===== src/hw/rtl/tsa_pkg.sv =====
package tsa_pkg;

  // field and register widths
  localparam int GRID_W    = 5;
  localparam int SPACING_W = 20;
  localparam int BASE_W    = 14;
  localparam int HIN_W     = 18;
  localparam int CFG_IDX_W = 2;
  localparam int CFG_DAT_W = 20;
  localparam int SLOPE_W   = 14;
  localparam int ASPECT_W  = 15;
  localparam int ARROW_W   = 16;
  localparam int CELL_W    = 4;

  localparam logic [CFG_IDX_W-1:0] CFG_GRID_SIDE     = 2'd0;
  localparam logic [CFG_IDX_W-1:0] CFG_SLOPE_SPACING = 2'd1;
  localparam logic [CFG_IDX_W-1:0] CFG_BASE_ANGLE    = 2'd2;

  // 18-bit samples: a height difference never exceeds 2^18 in magnitude
  localparam int DIFF_W = 19;
  localparam int SQ_W   = 2 * DIFF_W;
  localparam int ROOT_W = 27;
  localparam int RAD_W  = 2 * ROOT_W;
  localparam int OPER_W = 28;
  localparam int CX_W   = 44;
  localparam int Z_W    = 24;
  localparam int STEPS  = 20;
  localparam int STEP_W = 5;

  localparam int RIGHT_ANGLE  = 9000;
  localparam int FLOOR_HEIGHT = -10000;
  localparam int ANGLE_FRAC_W = 8;
  localparam int Z_MAX        = RIGHT_ANGLE * (1 << ANGLE_FRAC_W);

  typedef struct packed {
    logic busy;
    logic done;
  } tsa_unit_stat_t;

  // arctangent of 2^-i, 1/256 hundredths of degree
  function automatic logic signed [Z_W-1:0] atan_entry(input logic [STEP_W-1:0] i);
    logic signed [Z_W-1:0] v;
    unique case (i)
      5'd0:    v = 24'sd1152000;
      5'd1:    v = 24'sd680065;
      5'd2:    v = 24'sd359328;
      5'd3:    v = 24'sd182400;
      5'd4:    v = 24'sd91554;
      5'd5:    v = 24'sd45822;
      5'd6:    v = 24'sd22916;
      5'd7:    v = 24'sd11459;
      5'd8:    v = 24'sd5730;
      5'd9:    v = 24'sd2865;
      5'd10:   v = 24'sd1432;
      5'd11:   v = 24'sd716;
      5'd12:   v = 24'sd358;
      5'd13:   v = 24'sd179;
      5'd14:   v = 24'sd90;
      5'd15:   v = 24'sd45;
      5'd16:   v = 24'sd22;
      5'd17:   v = 24'sd11;
      5'd18:   v = 24'sd6;
      5'd19:   v = 24'sd3;
      default: v = '0;
    endcase
    return v;
  endfunction

endpackage


===== src/hw/rtl/tsa_ram.sv =====
module tsa_ram #(
  parameter int WIDTH = 40,
  parameter int DEPTH = 16
) (
  input  logic                     clk_i,
  input  logic                     we_i,
  input  logic [$clog2(DEPTH)-1:0] waddr_i,
  input  logic [WIDTH-1:0]         wdata_i,
  input  logic                     re_i,
  input  logic [$clog2(DEPTH)-1:0] raddr_i,
  output logic [WIDTH-1:0]         rdata_o
);

  logic [WIDTH-1:0] mem_q [DEPTH];
  logic [WIDTH-1:0] rdata_q;

  always_ff @(posedge clk_i) begin
    if (we_i) begin
      mem_q[waddr_i] <= wdata_i;
    end
    if (re_i) begin
      rdata_q <= mem_q[raddr_i];
    end
  end

  assign rdata_o = rdata_q;

endmodule


===== src/hw/rtl/tsa_isqrt.sv =====
module tsa_isqrt (
  input  logic                          clk_i,
  input  logic                          rst_ni,
  input  logic                          start_i,
  input  logic [tsa_pkg::RAD_W-1:0]     radicand_i,
  output tsa_pkg::tsa_unit_stat_t       stat_o,
  output logic [tsa_pkg::ROOT_W-1:0]    root_o
);
  import tsa_pkg::*;

  localparam int REM_W = ROOT_W + 3;

  logic [RAD_W-1:0]  op_q;
  logic [REM_W-1:0]  rem_q;
  logic [ROOT_W-1:0] root_q;
  logic [STEP_W-1:0] cnt_q;
  logic              busy_q, done_q;

  logic [REM_W-1:0] rem_sh, trial;

  // one root bit per cycle, restoring recurrence
  assign rem_sh = {rem_q[REM_W-3:0], op_q[RAD_W-1 -: 2]};
  assign trial  = {1'b0, root_q, 2'b01};

  always_ff @(posedge clk_i or negedge rst_ni) begin
    if (!rst_ni) begin
      busy_q <= 1'b0;
      done_q <= 1'b0;
      cnt_q  <= '0;
    end else begin
      done_q <= 1'b0;
      if (start_i) begin
        op_q   <= radicand_i;
        rem_q  <= '0;
        root_q <= '0;
        cnt_q  <= '0;
        busy_q <= 1'b1;
      end else if (busy_q) begin
        op_q <= {op_q[RAD_W-3:0], 2'b00};
        if (rem_sh >= trial) begin
          rem_q  <= rem_sh - trial;
          root_q <= {root_q[ROOT_W-2:0], 1'b1};
        end else begin
          rem_q  <= rem_sh;
          root_q <= {root_q[ROOT_W-2:0], 1'b0};
        end
        cnt_q <= cnt_q + 1'b1;
        if (cnt_q == STEP_W'(ROOT_W - 1)) begin
          busy_q <= 1'b0;
          done_q <= 1'b1;
        end
      end
    end
  end

  assign stat_o.busy = busy_q;
  assign stat_o.done = done_q;
  assign root_o      = root_q;

endmodule


===== src/hw/rtl/tsa_cordic.sv =====
module tsa_cordic (
  input  logic                          clk_i,
  input  logic                          rst_ni,
  input  logic                          start_i,
  input  logic [tsa_pkg::OPER_W-1:0]    y_i,
  input  logic [tsa_pkg::OPER_W-1:0]    x_i,
  output tsa_pkg::tsa_unit_stat_t       stat_o,
  output logic [tsa_pkg::SLOPE_W-1:0]   angle_o
);
  import tsa_pkg::*;

  typedef enum logic [1:0] {
    C_IDLE,
    C_NORM,
    C_ITER,
    C_FIN
  } cord_state_e;

  cord_state_e              state_q;
  logic signed [CX_W-1:0]   cx_q, cy_q;
  logic signed [Z_W-1:0]    z_q;
  logic [STEP_W-1:0]        step_q;
  logic [SLOPE_W-1:0]       angle_q;
  logic                     done_q;

  logic                     below32, below40;
  logic signed [CX_W-1:0]   mag_y, sh_y, sh_x;
  logic signed [Z_W-1:0]    z_clamp;
  logic [Z_W-1:0]           z_round;

  assign below32 = (cx_q[CX_W-1:32] == '0) && (cy_q[CX_W-1:32] == '0);
  assign below40 = (cx_q[CX_W-1:40] == '0) && (cy_q[CX_W-1:40] == '0);

  // cx stays positive; cy shifts by magnitude (round toward zero)
  assign mag_y = cy_q[CX_W-1] ? -cy_q : cy_q;
  assign sh_y  = mag_y >>> step_q;
  assign sh_x  = cx_q >>> step_q;

  always_comb begin
    if (z_q < 0) begin
      z_clamp = '0;
    end else if (z_q > Z_W'(Z_MAX)) begin
      z_clamp = Z_W'(Z_MAX);
    end else begin
      z_clamp = z_q;
    end
    z_round = (Z_W'(z_clamp) + Z_W'(1 << (ANGLE_FRAC_W - 1))) >> ANGLE_FRAC_W;
  end

  always_ff @(posedge clk_i or negedge rst_ni) begin
    if (!rst_ni) begin
      state_q <= C_IDLE;
      done_q  <= 1'b0;
      step_q  <= '0;
    end else begin
      done_q <= 1'b0;
      unique case (state_q)
        C_IDLE: begin
          if (start_i) begin
            cx_q   <= CX_W'(x_i);
            cy_q   <= CX_W'(y_i);
            z_q    <= '0;
            step_q <= '0;
            if (x_i == '0 && y_i == '0) begin
              angle_q <= '0;
              done_q  <= 1'b1;
            end else begin
              state_q <= C_NORM;
            end
          end
        end
        C_NORM: begin
          if (below32) begin
            cx_q <= cx_q <<< 8;
            cy_q <= cy_q <<< 8;
          end else if (below40) begin
            cx_q <= cx_q <<< 1;
            cy_q <= cy_q <<< 1;
          end else begin
            state_q <= C_ITER;
          end
        end
        C_ITER: begin
          cx_q <= cx_q + sh_y;
          if (!cy_q[CX_W-1]) begin
            cy_q <= cy_q - sh_x;
            z_q  <= z_q + atan_entry(step_q);
          end else begin
            cy_q <= cy_q + sh_x;
            z_q  <= z_q - atan_entry(step_q);
          end
          step_q <= step_q + 1'b1;
          if (step_q == STEP_W'(STEPS - 1)) begin
            state_q <= C_FIN;
          end
        end
        C_FIN: begin
          angle_q <= z_round[SLOPE_W-1:0];
          done_q  <= 1'b1;
          state_q <= C_IDLE;
        end
        default: state_q <= C_IDLE;
      endcase
    end
  end

  assign stat_o.busy = (state_q != C_IDLE);
  assign stat_o.done = done_q;
  assign angle_o     = angle_q;

endmodule


===== src/hw/rtl/terrain_slope_aspect_stencil_core.sv =====
// Terrain slope / aspect / arrow stencil. Heights stream in raster order over a
// square grid (grid_side samples a side, saturated to 3..MAX_SIDE); tuser bit 0
// marks the first sample of a new grid. Each sample at row r >= 2, col c >= 2
// yields one result for interior cell (r-1, c-1): slope = atan(|grad|/spacing),
// aspect = atan(dv/dh) + 90 deg, and the arrow angle toward the highest of the
// nine window cells, all in hundredths of degree; tlast flags the final cell.
// A border sample passes only the accept and window-update steps. An interior
// sample adds differences and squaring (one shared 19x19 multiplier), the
// bit-serial square root, one or two passes of the shared CORDIC unit
// (normalizing shifts, 20 iterations, a round step and a handoff each; the
// slope pass ends without iterating when spacing and gradient are both zero,
// and the aspect pass is skipped when dh or dv is zero), and a load of the
// output register. s_axis_tready is low while a sample is in work. A finished
// result sits in the output register, so the next sample is taken while it
// waits to be transferred.
// The two line stores share one RAM; their contents are undefined until a
// grid has written them.
module terrain_slope_aspect_stencil_core #(
  parameter int MAX_SIDE    = 16,
  parameter int HEIGHT_BITS = 20
) (
  input  logic        clk_i,
  input  logic        rst_ni,
  // config write port
  input  logic                               cfg_we_i,
  input  logic [tsa_pkg::CFG_IDX_W-1:0]      cfg_idx_i,
  input  logic [tsa_pkg::CFG_DAT_W-1:0]      cfg_data_i,
  // input stream
  input  logic        s_axis_tvalid,
  output logic        s_axis_tready,
  input  logic [23:0] s_axis_tdata,   // [17:0] height_sample
  input  logic [0:0]  s_axis_tuser,   // [0] frame_start
  // output stream
  output logic        m_axis_tvalid,
  input  logic        m_axis_tready,
  output logic [55:0] m_axis_tdata,   // [13:0] slope_deg, [28:14] aspect_deg,
                                      // [44:29] arrow_deg, [48:45] cell_row,
                                      // [52:49] cell_col
  output logic        m_axis_tlast    // last_cell
);
  import tsa_pkg::*;

  localparam int HB = HEIGHT_BITS;
  localparam int CW = $clog2(MAX_SIDE);
  localparam int SW = CW + 1;
  localparam int BW = (HB > 15) ? HB : 15;

  typedef enum logic [3:0] {
    S_IDLE,
    S_READ,
    S_DIFF,
    S_MUL1,
    S_MUL2,
    S_SUM,
    S_ROOT,
    S_SLOPE,
    S_ASPECT,
    S_DONE
  } core_state_e;

  // ---------------- configuration ----------------
  logic [GRID_W-1:0]    grid_side_q;
  logic [SPACING_W-1:0] spacing_q;
  logic [BASE_W-1:0]    base_q;

  always_ff @(posedge clk_i or negedge rst_ni) begin
    if (!rst_ni) begin
      grid_side_q <= GRID_W'(11);
      spacing_q   <= SPACING_W'(100);
      base_q      <= BASE_W'(4500);
    end else if (cfg_we_i) begin
      unique case (cfg_idx_i)
        CFG_GRID_SIDE:     grid_side_q <= cfg_data_i[GRID_W-1:0];
        CFG_SLOPE_SPACING: spacing_q   <= cfg_data_i[SPACING_W-1:0];
        CFG_BASE_ANGLE:    base_q      <= cfg_data_i[BASE_W-1:0];
        default: ;
      endcase
    end
  end

  logic [SW-1:0] side;
  always_comb begin
    if (grid_side_q < GRID_W'(3)) begin
      side = SW'(3);
    end else if (32'(grid_side_q) > MAX_SIDE) begin
      side = SW'(MAX_SIDE);
    end else begin
      side = SW'(grid_side_q);
    end
  end

  // ---------------- state ----------------
  core_state_e            state_q;
  logic [CW-1:0]          row_q, col_q;     // position of next sample
  logic [CW-1:0]          r_q, c_q;         // position of sample in work
  logic signed [HB-1:0]   h_q;
  logic signed [HB-1:0]   w_q [9];          // 3x3 window, scan order
  logic [DIFF_W-1:0]      mag_h_q, mag_v_q;
  logic                   dh_neg_q, dv_neg_q, dh_zero_q, dv_zero_q;
  logic [SQ_W-1:0]        prod_q, acc_q;
  logic [SLOPE_W-1:0]     slope_q;
  logic [ASPECT_W-1:0]    aspect_q;

  logic                   scan_act_q;
  logic [3:0]             scan_idx_q, best_idx_q;
  logic signed [BW-1:0]   best_q;

  logic                   out_valid_q;
  logic [55:0]            out_data_q;
  logic                   out_last_q;

  // ---------------- accept and position ----------------
  logic          accept;
  logic [CW-1:0] r_cur, c_cur;
  logic [SW-1:0] c_inc, r_inc;

  assign s_axis_tready = (state_q == S_IDLE);
  assign accept        = s_axis_tvalid && s_axis_tready;

  always_comb begin
    r_cur = s_axis_tuser[0] ? '0 : row_q;
    c_cur = s_axis_tuser[0] ? '0 : col_q;
    if (SW'(r_cur) >= side) begin
      r_cur = '0;
    end
    c_inc = SW'(c_cur) + 1'b1;
    r_inc = SW'(r_cur) + 1'b1;
  end

  // fold the 18-bit sample into HEIGHT_BITS
  logic signed [31:0]   h_ext;
  logic signed [HB-1:0] h_fold;
  assign h_ext  = 32'(signed'(s_axis_tdata[HIN_W-1:0]));
  assign h_fold = h_ext[HB-1:0];

  // ---------------- line stores: {upper, middle} ----------------
  logic [2*HB-1:0]      ram_rdata;
  logic signed [HB-1:0] up_rd, mid_rd;
  logic                 ram_we;

  assign ram_we = (state_q == S_READ);
  assign up_rd  = ram_rdata[2*HB-1:HB];
  assign mid_rd = ram_rdata[HB-1:0];

  tsa_ram #(
    .WIDTH (2 * HB),
    .DEPTH (MAX_SIDE)
  ) u_lines (
    .clk_i   (clk_i),
    .we_i    (ram_we),
    .waddr_i (c_q),
    .wdata_i ({mid_rd, h_q}),
    .re_i    (accept),
    .raddr_i (c_cur),
    .rdata_o (ram_rdata)
  );

  // ---------------- differences ----------------
  logic signed [32:0] dh, dv;
  logic [32:0]        dh_mag, dv_mag;
  assign dh     = 33'(w_q[3]) - 33'(w_q[5]);
  assign dv     = 33'(w_q[1]) - 33'(w_q[7]);
  assign dh_mag = dh[32] ? 33'(-dh) : 33'(dh);
  assign dv_mag = dv[32] ? 33'(-dv) : 33'(dv);

  // shared squaring multiplier
  logic [DIFF_W-1:0] mul_a;
  assign mul_a = (state_q == S_MUL1) ? mag_h_q : mag_v_q;

  // ---------------- shared units ----------------
  tsa_unit_stat_t    sq_stat, cd_stat;
  logic              sq_start, cd_start;
  logic [ROOT_W-1:0] root;
  logic [OPER_W-1:0] cd_y, cd_x;
  logic [SLOPE_W-1:0] cd_angle;
  logic [SQ_W-1:0]   sum_sq;

  assign sum_sq   = acc_q + prod_q;
  assign sq_start = (state_q == S_SUM);

  tsa_isqrt u_isqrt (
    .clk_i      (clk_i),
    .rst_ni     (rst_ni),
    .start_i    (sq_start),
    .radicand_i ({sum_sq, 16'b0}),
    .stat_o     (sq_stat),
    .root_o     (root)
  );

  logic aspect_special;
  assign aspect_special = dh_zero_q || dv_zero_q;

  always_comb begin
    cd_start = 1'b0;
    cd_y     = OPER_W'(mag_v_q);
    cd_x     = OPER_W'(mag_h_q);
    if (state_q == S_ROOT && sq_stat.done) begin
      cd_start = 1'b1;
      cd_y     = OPER_W'(root);
      cd_x     = {spacing_q, 8'b0};
    end else if (state_q == S_SLOPE && cd_stat.done && !aspect_special) begin
      cd_start = 1'b1;
    end
  end

  tsa_cordic u_cordic (
    .clk_i   (clk_i),
    .rst_ni  (rst_ni),
    .start_i (cd_start),
    .y_i     (cd_y),
    .x_i     (cd_x),
    .stat_o  (cd_stat),
    .angle_o (cd_angle)
  );

  // ---------------- arrow ----------------
  logic [BASE_W-1:0]         beta;
  logic signed [ARROW_W-1:0] beta_s, arrow;
  assign beta   = (base_q > BASE_W'(RIGHT_ANGLE)) ? BASE_W'(RIGHT_ANGLE) : base_q;
  assign beta_s = ARROW_W'(beta);

  // scan index = (row offset + 1) * 3 + (col offset + 1)
  always_comb begin
    unique case (best_idx_q)
      4'd8:    arrow = beta_s;
      4'd7:    arrow = ARROW_W'(RIGHT_ANGLE);
      4'd6:    arrow = ARROW_W'(2 * RIGHT_ANGLE) - beta_s;
      4'd3:    arrow = ARROW_W'(2 * RIGHT_ANGLE);
      4'd0:    arrow = ARROW_W'(2 * RIGHT_ANGLE) + beta_s;
      4'd1:    arrow = -ARROW_W'(RIGHT_ANGLE);
      4'd2:    arrow = -beta_s;
      default: arrow = '0;
    endcase
  end

  logic signed [BW-1:0] scan_val;
  assign scan_val = BW'(w_q[scan_idx_q]);

  logic [ASPECT_W-1:0] asp_calc;
  assign asp_calc = (dh_neg_q == dv_neg_q) ? ASPECT_W'(RIGHT_ANGLE) + ASPECT_W'(cd_angle)
                                           : ASPECT_W'(RIGHT_ANGLE) - ASPECT_W'(cd_angle);

  logic out_free, out_load;
  assign out_free = !out_valid_q || m_axis_tready;
  assign out_load = (state_q == S_DONE) && out_free && !scan_act_q;

  // ---------------- sequencer ----------------
  always_ff @(posedge clk_i or negedge rst_ni) begin
    if (!rst_ni) begin
      state_q     <= S_IDLE;
      row_q       <= '0;
      col_q       <= '0;
      scan_act_q  <= 1'b0;
      out_valid_q <= 1'b0;
    end else begin
      // a new result replaces one leaving in the same cycle
      if (out_load) begin
        out_valid_q <= 1'b1;
      end else if (out_valid_q && m_axis_tready) begin
        out_valid_q <= 1'b0;
      end

      // arrow scan runs alongside the difference, squaring and root steps
      if (scan_act_q) begin
        if (scan_val > best_q) begin
          best_q     <= scan_val;
          best_idx_q <= scan_idx_q;
        end
        scan_idx_q <= scan_idx_q + 1'b1;
        if (scan_idx_q == 4'd8) begin
          scan_act_q <= 1'b0;
        end
      end

      unique case (state_q)
        S_IDLE: begin
          if (accept) begin
            r_q <= r_cur;
            c_q <= c_cur;
            h_q <= h_fold;
            if (c_inc >= side) begin
              col_q <= '0;
              row_q <= (r_inc >= side) ? '0 : CW'(r_inc);
            end else begin
              col_q <= CW'(c_inc);
              row_q <= r_cur;
            end
            state_q <= S_READ;
          end
        end
        S_READ: begin
          w_q[0] <= w_q[1];
          w_q[1] <= w_q[2];
          w_q[2] <= up_rd;
          w_q[3] <= w_q[4];
          w_q[4] <= w_q[5];
          w_q[5] <= mid_rd;
          w_q[6] <= w_q[7];
          w_q[7] <= w_q[8];
          w_q[8] <= h_q;
          if (r_q >= CW'(2) && c_q >= CW'(2)) begin
            scan_act_q <= 1'b1;
            scan_idx_q <= '0;
            best_idx_q <= 4'd4;
            best_q     <= BW'(FLOOR_HEIGHT);
            state_q    <= S_DIFF;
          end else begin
            state_q <= S_IDLE;
          end
        end
        S_DIFF: begin
          mag_h_q   <= dh_mag[DIFF_W-1:0];
          mag_v_q   <= dv_mag[DIFF_W-1:0];
          dh_neg_q  <= dh[32];
          dv_neg_q  <= dv[32];
          dh_zero_q <= (dh == '0);
          dv_zero_q <= (dv == '0);
          state_q   <= S_MUL1;
        end
        S_MUL1: begin
          prod_q  <= mul_a * mul_a;
          state_q <= S_MUL2;
        end
        S_MUL2: begin
          acc_q   <= prod_q;
          prod_q  <= mul_a * mul_a;
          state_q <= S_SUM;
        end
        S_SUM: begin
          state_q <= S_ROOT;
        end
        S_ROOT: begin
          if (sq_stat.done) begin
            state_q <= S_SLOPE;
          end
        end
        S_SLOPE: begin
          if (cd_stat.done) begin
            slope_q <= cd_angle;
            if (dh_zero_q) begin
              // vertical-only or flat cell
              if (dv_zero_q) begin
                aspect_q <= ASPECT_W'(RIGHT_ANGLE);
              end else if (dv_neg_q) begin
                aspect_q <= '0;
              end else begin
                aspect_q <= ASPECT_W'(2 * RIGHT_ANGLE);
              end
              state_q <= S_DONE;
            end else if (dv_zero_q) begin
              aspect_q <= ASPECT_W'(RIGHT_ANGLE);
              state_q  <= S_DONE;
            end else begin
              state_q <= S_ASPECT;
            end
          end
        end
        S_ASPECT: begin
          if (cd_stat.done) begin
            aspect_q <= asp_calc;
            state_q  <= S_DONE;
          end
        end
        S_DONE: begin
          if (out_load) begin
            out_data_q  <= {3'b0,
                            CELL_W'(32'(c_q) - 32'd1),
                            CELL_W'(32'(r_q) - 32'd1),
                            arrow, aspect_q, slope_q};
            out_last_q  <= (SW'(r_q) + 1'b1 == side) && (SW'(c_q) + 1'b1 == side);
            state_q     <= S_IDLE;
          end
        end
        default: state_q <= S_IDLE;
      endcase
    end
  end

  assign m_axis_tvalid = out_valid_q;
  assign m_axis_tdata  = out_data_q;
  assign m_axis_tlast  = out_last_q;

  // ---------------- assertions ----------------
  a_busy_after_accept: assert property (@(posedge clk_i) disable iff (!rst_ni)
    (s_axis_tvalid && s_axis_tready) |=> !s_axis_tready)
    else $error("input taken while a sample is in work");

  a_last_on_diagonal: assert property (@(posedge clk_i) disable iff (!rst_ni)
    (m_axis_tvalid && m_axis_tlast) |-> (m_axis_tdata[48:45] == m_axis_tdata[52:49]))
    else $error("last cell off the diagonal");

  a_cordic_start_idle: assert property (@(posedge clk_i) disable iff (!rst_ni)
    cd_start |-> !cd_stat.busy)
    else $error("CORDIC started while busy");

  a_root_start_idle: assert property (@(posedge clk_i) disable iff (!rst_ni)
    sq_start |-> (!sq_stat.busy && !cd_stat.busy))
    else $error("square root started while a unit is busy");

endmodule

===== config.mk =====
export PLATFORM = sky130hd
export DESIGN_NAME = terrain_slope_aspect_stencil_core
export DESIGN_NICKNAME = d
export VERILOG_FILES = /design/src/hw/rtl/tsa_pkg.sv /design/src/hw/rtl/tsa_ram.sv /design/src/hw/rtl/tsa_isqrt.sv /design/src/hw/rtl/tsa_cordic.sv /design/src/hw/rtl/terrain_slope_aspect_stencil_core.sv
export SDC_FILE = /design/constraint.sdc
export NUM_CORES = 2
export LEC_CHECK = 0
export BUFFER_PORTS_ARGS = -buffer_cell sky130_fd_sc_hd__buf_4
export CAP_MARGIN = 20
export CELL_PAD_IN_SITES_DETAIL_PLACEMENT = 0
export CELL_PAD_IN_SITES_GLOBAL_PLACEMENT = 1
export CORE_MARGIN = 2
export CORE_UTILIZATION = 45
export CTS_CLUSTER_DIAMETER = 120
export DETAILED_ROUTE_END_ITERATION = 10
export PLACE_DENSITY_LB_ADDON = 0.1
export SYNTH_ARGS = -nofsm -noshare
export SYNTH_HDL_FRONTEND = slang
export SYNTH_HIERARCHICAL = 1
export SYNTH_SLANG_ARGS = --single-unit

===== constraint.sdc =====
create_clock -name clk_i -period 10.45 [get_ports clk_i]
set_input_delay 2.09 -clock clk_i [delete_from_list [all_inputs] [get_ports clk_i]]
set_output_delay 2.09 -clock clk_i [all_outputs]
set_load 0.05 [all_outputs]

==> PnR_summary.wiki <==
{| class="wikitable"
! Metric !! Value
|-
| Setup repair bufs after CTS || 0
|-
| Area of the multi-input gates || 0.0436 mm²
|-
| # clock sinks || 1,414
|-
| Final clock period utilization by the worst path || 88.4%
|-
| DRC violation total after the first TritonRoute iteration || 5,229
|-
| CTS tree || built
|-
| Status || finished clean
|-
| Clock transition at the registers of the reported paths || 60 ps
|-
| Wire length of the first global-routing pass || 382,000 µm
|-
| RSZ-0062 raised after global routing || no
|-
| Critical path start-end classification || reg -> reg
|-
| GRT overflow || 0
|-
| Reg-to-reg critical path startpoint || state_q[1]
|-
| Least-Margin Pin Slew || 1130 ps
|-
| Number of nets with antenna violations after routing || 0
|-
| Utilization after layout || 49.7%
|-
| Via count of the routed design || 61,100
|-
| Fin Clk Skew || 89.6 ps
|-
| Slack of the critical path || 1220 ps
|-
| Root buffer cell || sky130_fd_sc_hd__clkbuf_16
|-
| Area overhead of the layout relative to synthesis || 9.72%
|-
| Max Clk Rate || 108 MHz
|-
| Power per cell area || 125 mW/mm²
|-
| Total wirelength of the detailed-routed design || 251,000 µm
|-
| Number of buffers created by CTS || 157
|-
| Number of max-slew violations in the final report || 0
|-
| Height of the die || 450 µm
|-
| Number of warnings printed during yosys synthesis || 6
|-
| Post-cts gate resize count || 0
|-
| Biggest fanout along the worst timing path || 13
|-
| Maximum clock path buffer count || 3
|-
| Hold Path Stages || 0
|-
| WL/cell || 24.2 µm
|-
| Mapped cell area || 0.0893 mm²
|-
| Area of the die || 0.202 mm²
|-
| Leakage power summed over all cells || 36.7 nW
|-
| Placed cell count || 10,100
|-
| Critical Path Sink Type || register
|-
| Boundary Pins || 111
|-
| Pre-antenna DRT Iters || 5
|-
| Final Hold Fails || 0
|-
| Number of setup violations in the final report || 0
|-
| Class of the worst hold path || reg -> reg
|-
| Clk_lat worst skew || 850 ps
|-
| Effective utilization at floorplan || 45.3%
|-
| Per-cell via count in the routed design || 5.89
|-
| H-tree depth || 4
|-
| Sum of net half-perimeters after detailed placement || 175,000 µm
|-
| Hold Path Sink || w_q[2][17]
|-
| Initial antenna violation count || 3
|-
| Arr. time, crit path || 9910 ps
|-
| FF-to-FF End || prod_q[34]
|-
| Count of unresolved DRC violations after routing || 0
|-
| Slew headroom || 24.1%
|-
| Worst vdd rail ir drop || 0.000160 V
|-
| Crit start category || register
|-
| Vias in the first global route || 60,700
|-
| Gate count after technology mapping || 7,605
|-
| Final TNS setup || 0 ps
|-
| Worst slack at placement || 1300 ps
|-
| Number of inserted filler cells in the final layout || 17,600
|-
| Share of layout cells above drive strength 1 || 12.5%
|-
| Final weighted congestion in routability-driven placement || 0.963
|-
| R2R setup slack || 1220 ps
|-
| Cells on worst reg2reg path || 27
|-
| Global-route total usage across every layer || 24.5%
|-
| Largest net degree at the start of global routing || 165
|-
| Data required time of the critical path || 11,130 ps
|-
| Average instance area after synthesis || 11.7 µm²
|-
| Final std cells w/o fill || 10,400
|-
| Standard-cell row count || 163
|-
| Die outline width || 450 µm
|-
| Max capacitance violation total || 0
|-
| IO Port Bufs || 101
|-
| Start point of the worst hold path || u_lines/rdata_o[37]
|-
| Core outline area || 0.197 mm²
|-
| Final #Nets || 8,317
|-
| Sequential Area || 0.0421 mm²
|-
| Number of buffers inserted for hold repair after clock tree synthesis || 0
|-
| Post-route minimum period || 9230 ps
|}
## worst max-delay path, stage by stage (launching register included)
cell                       delay [ps]
sky130_fd_sc_hd__dfrtp_1          570
sky130_fd_sc_hd__nand2_1          300
sky130_fd_sc_hd__nor3_4           600
sky130_fd_sc_hd__mux2_2           600
sky130_fd_sc_hd__clkinv_1         480
sky130_fd_sc_hd__nor2_1           390
sky130_fd_sc_hd__inv_1            100
sky130_fd_sc_hd__fa_1             500
sky130_fd_sc_hd__inv_1             50
sky130_fd_sc_hd__fa_1             500
sky130_fd_sc_hd__inv_1             50
sky130_fd_sc_hd__fa_1             490
sky130_fd_sc_hd__inv_1             50
sky130_fd_sc_hd__fa_1             480
sky130_fd_sc_hd__fa_1             520
sky130_fd_sc_hd__inv_1             70
sky130_fd_sc_hd__fa_1             530
sky130_fd_sc_hd__inv_1             40
sky130_fd_sc_hd__ha_1             340
sky130_fd_sc_hd__a21oi_1          160
sky130_fd_sc_hd__nor2_1            50
sky130_fd_sc_hd__a211o_1          270
sky130_fd_sc_hd__a221oi_2         540
sky130_fd_sc_hd__o221ai_1         290
sky130_fd_sc_hd__a31oi_1          340
sky130_fd_sc_hd__o21ai_1          200
sky130_fd_sc_hd__or4_1            430
sky130_fd_sc_hd__nand4_1          110
## area by class of cell
class                           count  area share (%)
Clock inverter                     95            1.19
Antenna cell                        3         0.00766
Multi-Input combinational cell   5246            44.5
Tap cell                         2640            3.37
Inverter                          576            2.21
Clock buffer                      191            4.14
Timing Repair Buffer              211            1.66
Sequential cell                  1414            43.0
## worst max path at each step
stage / start / end / slack, ps / depth (start not counted)
finish: state_q[1] / prod_q[34] / 1220 / 27
CTS: state_q[1] / prod_q[34] / 1260 / 26
global route: state_q[1] / prod_q[34] / 800 / 26
floorplan: rst_ni / w_q[0][0] / 20 / 3
detailed placement: state_q[1] / prod_q[34] / 1300 / 26
global placement: state_q[1] / prod_q[34] / 1370 / 27
## placed cells by master, fill, tap and decap left out, types with 123 or more instances in the layout
master                      instances
sky130_fd_sc_hd__nand2_1          650
sky130_fd_sc_hd__a21o_1           127
sky130_fd_sc_hd__buf_4            206
sky130_fd_sc_hd__mux4_2           192
sky130_fd_sc_hd__xnor2_1          222
sky130_fd_sc_hd__mux2i_1          180
sky130_fd_sc_hd__fa_1             255
sky130_fd_sc_hd__a21oi_1          394
sky130_fd_sc_hd__inv_1            566
sky130_fd_sc_hd__nand3_1          123
sky130_fd_sc_hd__nor2_1           569
sky130_fd_sc_hd__mux2_2           175
sky130_fd_sc_hd__clkbuf_16        157
sky130_fd_sc_hd__o21ai_0          283
sky130_fd_sc_hd__edfxtp_1        1342
sky130_fd_sc_hd__xor2_1           176
sky130_fd_sc_hd__ha_1             401
## flip-flops by register name (all words and copies together) (netlist names), 18 cells and up, named ones only
register and cells:
acc_q 37, best_q 20, h_q 18, m_axis_tdata 53
mag_h_q 19, mag_v_q 19, prod_q 37, spacing_q 20
u_cordic/cx_q 44, u_cordic/cy_q 44, u_cordic/z_q 24, u_isqrt/op_q 54
u_isqrt/rem_q 28, u_isqrt/root_o 27, u_lines/mem_q 640, u_lines/rdata_o 40
w_q 174
## where the power goes
| group | total [mW] | internal, mW | switching [mW] |
|---|---|---|---|
| combinational | 0.441 | 0.191 | 0.250 |
| clock | 5.59 | 3.18 | 2.41 |
| sequential | 6.24 | 6.18 | 0.0602 |
| total | 12.3 | 9.55 | 2.72 |
## stage by stage
step | cell area, µm² | power [mW] | hold slack, ps
2_1_floorplan | 89400 | 6.66 | 400
3_3_place_gp | 92800 | 6.79 | 403
3_5_place_dp | 92800 | 6.79 | 405
4_1_cts | 98000 | 12.4 | 381
5_1_grt | 98000 | 12.7 | 397
6_report | 98000 | 12.3 | 390
## metal layers
| layer | global-route usage, % | share of wire, % | vias up |
|---|---|---|---|
| met5 | 0 | 0 | - |
| met4 | 6.66 | 2.5 | 0 |
| met3 | 3.35 | 5.2 | 339 |
| met2 | 39.9 | 47 | 1693 |
| met1 | 34.5 | 45 | 30900 |
| li1 | - | - | 28200 |
Power figures use the tool's default switching activity.
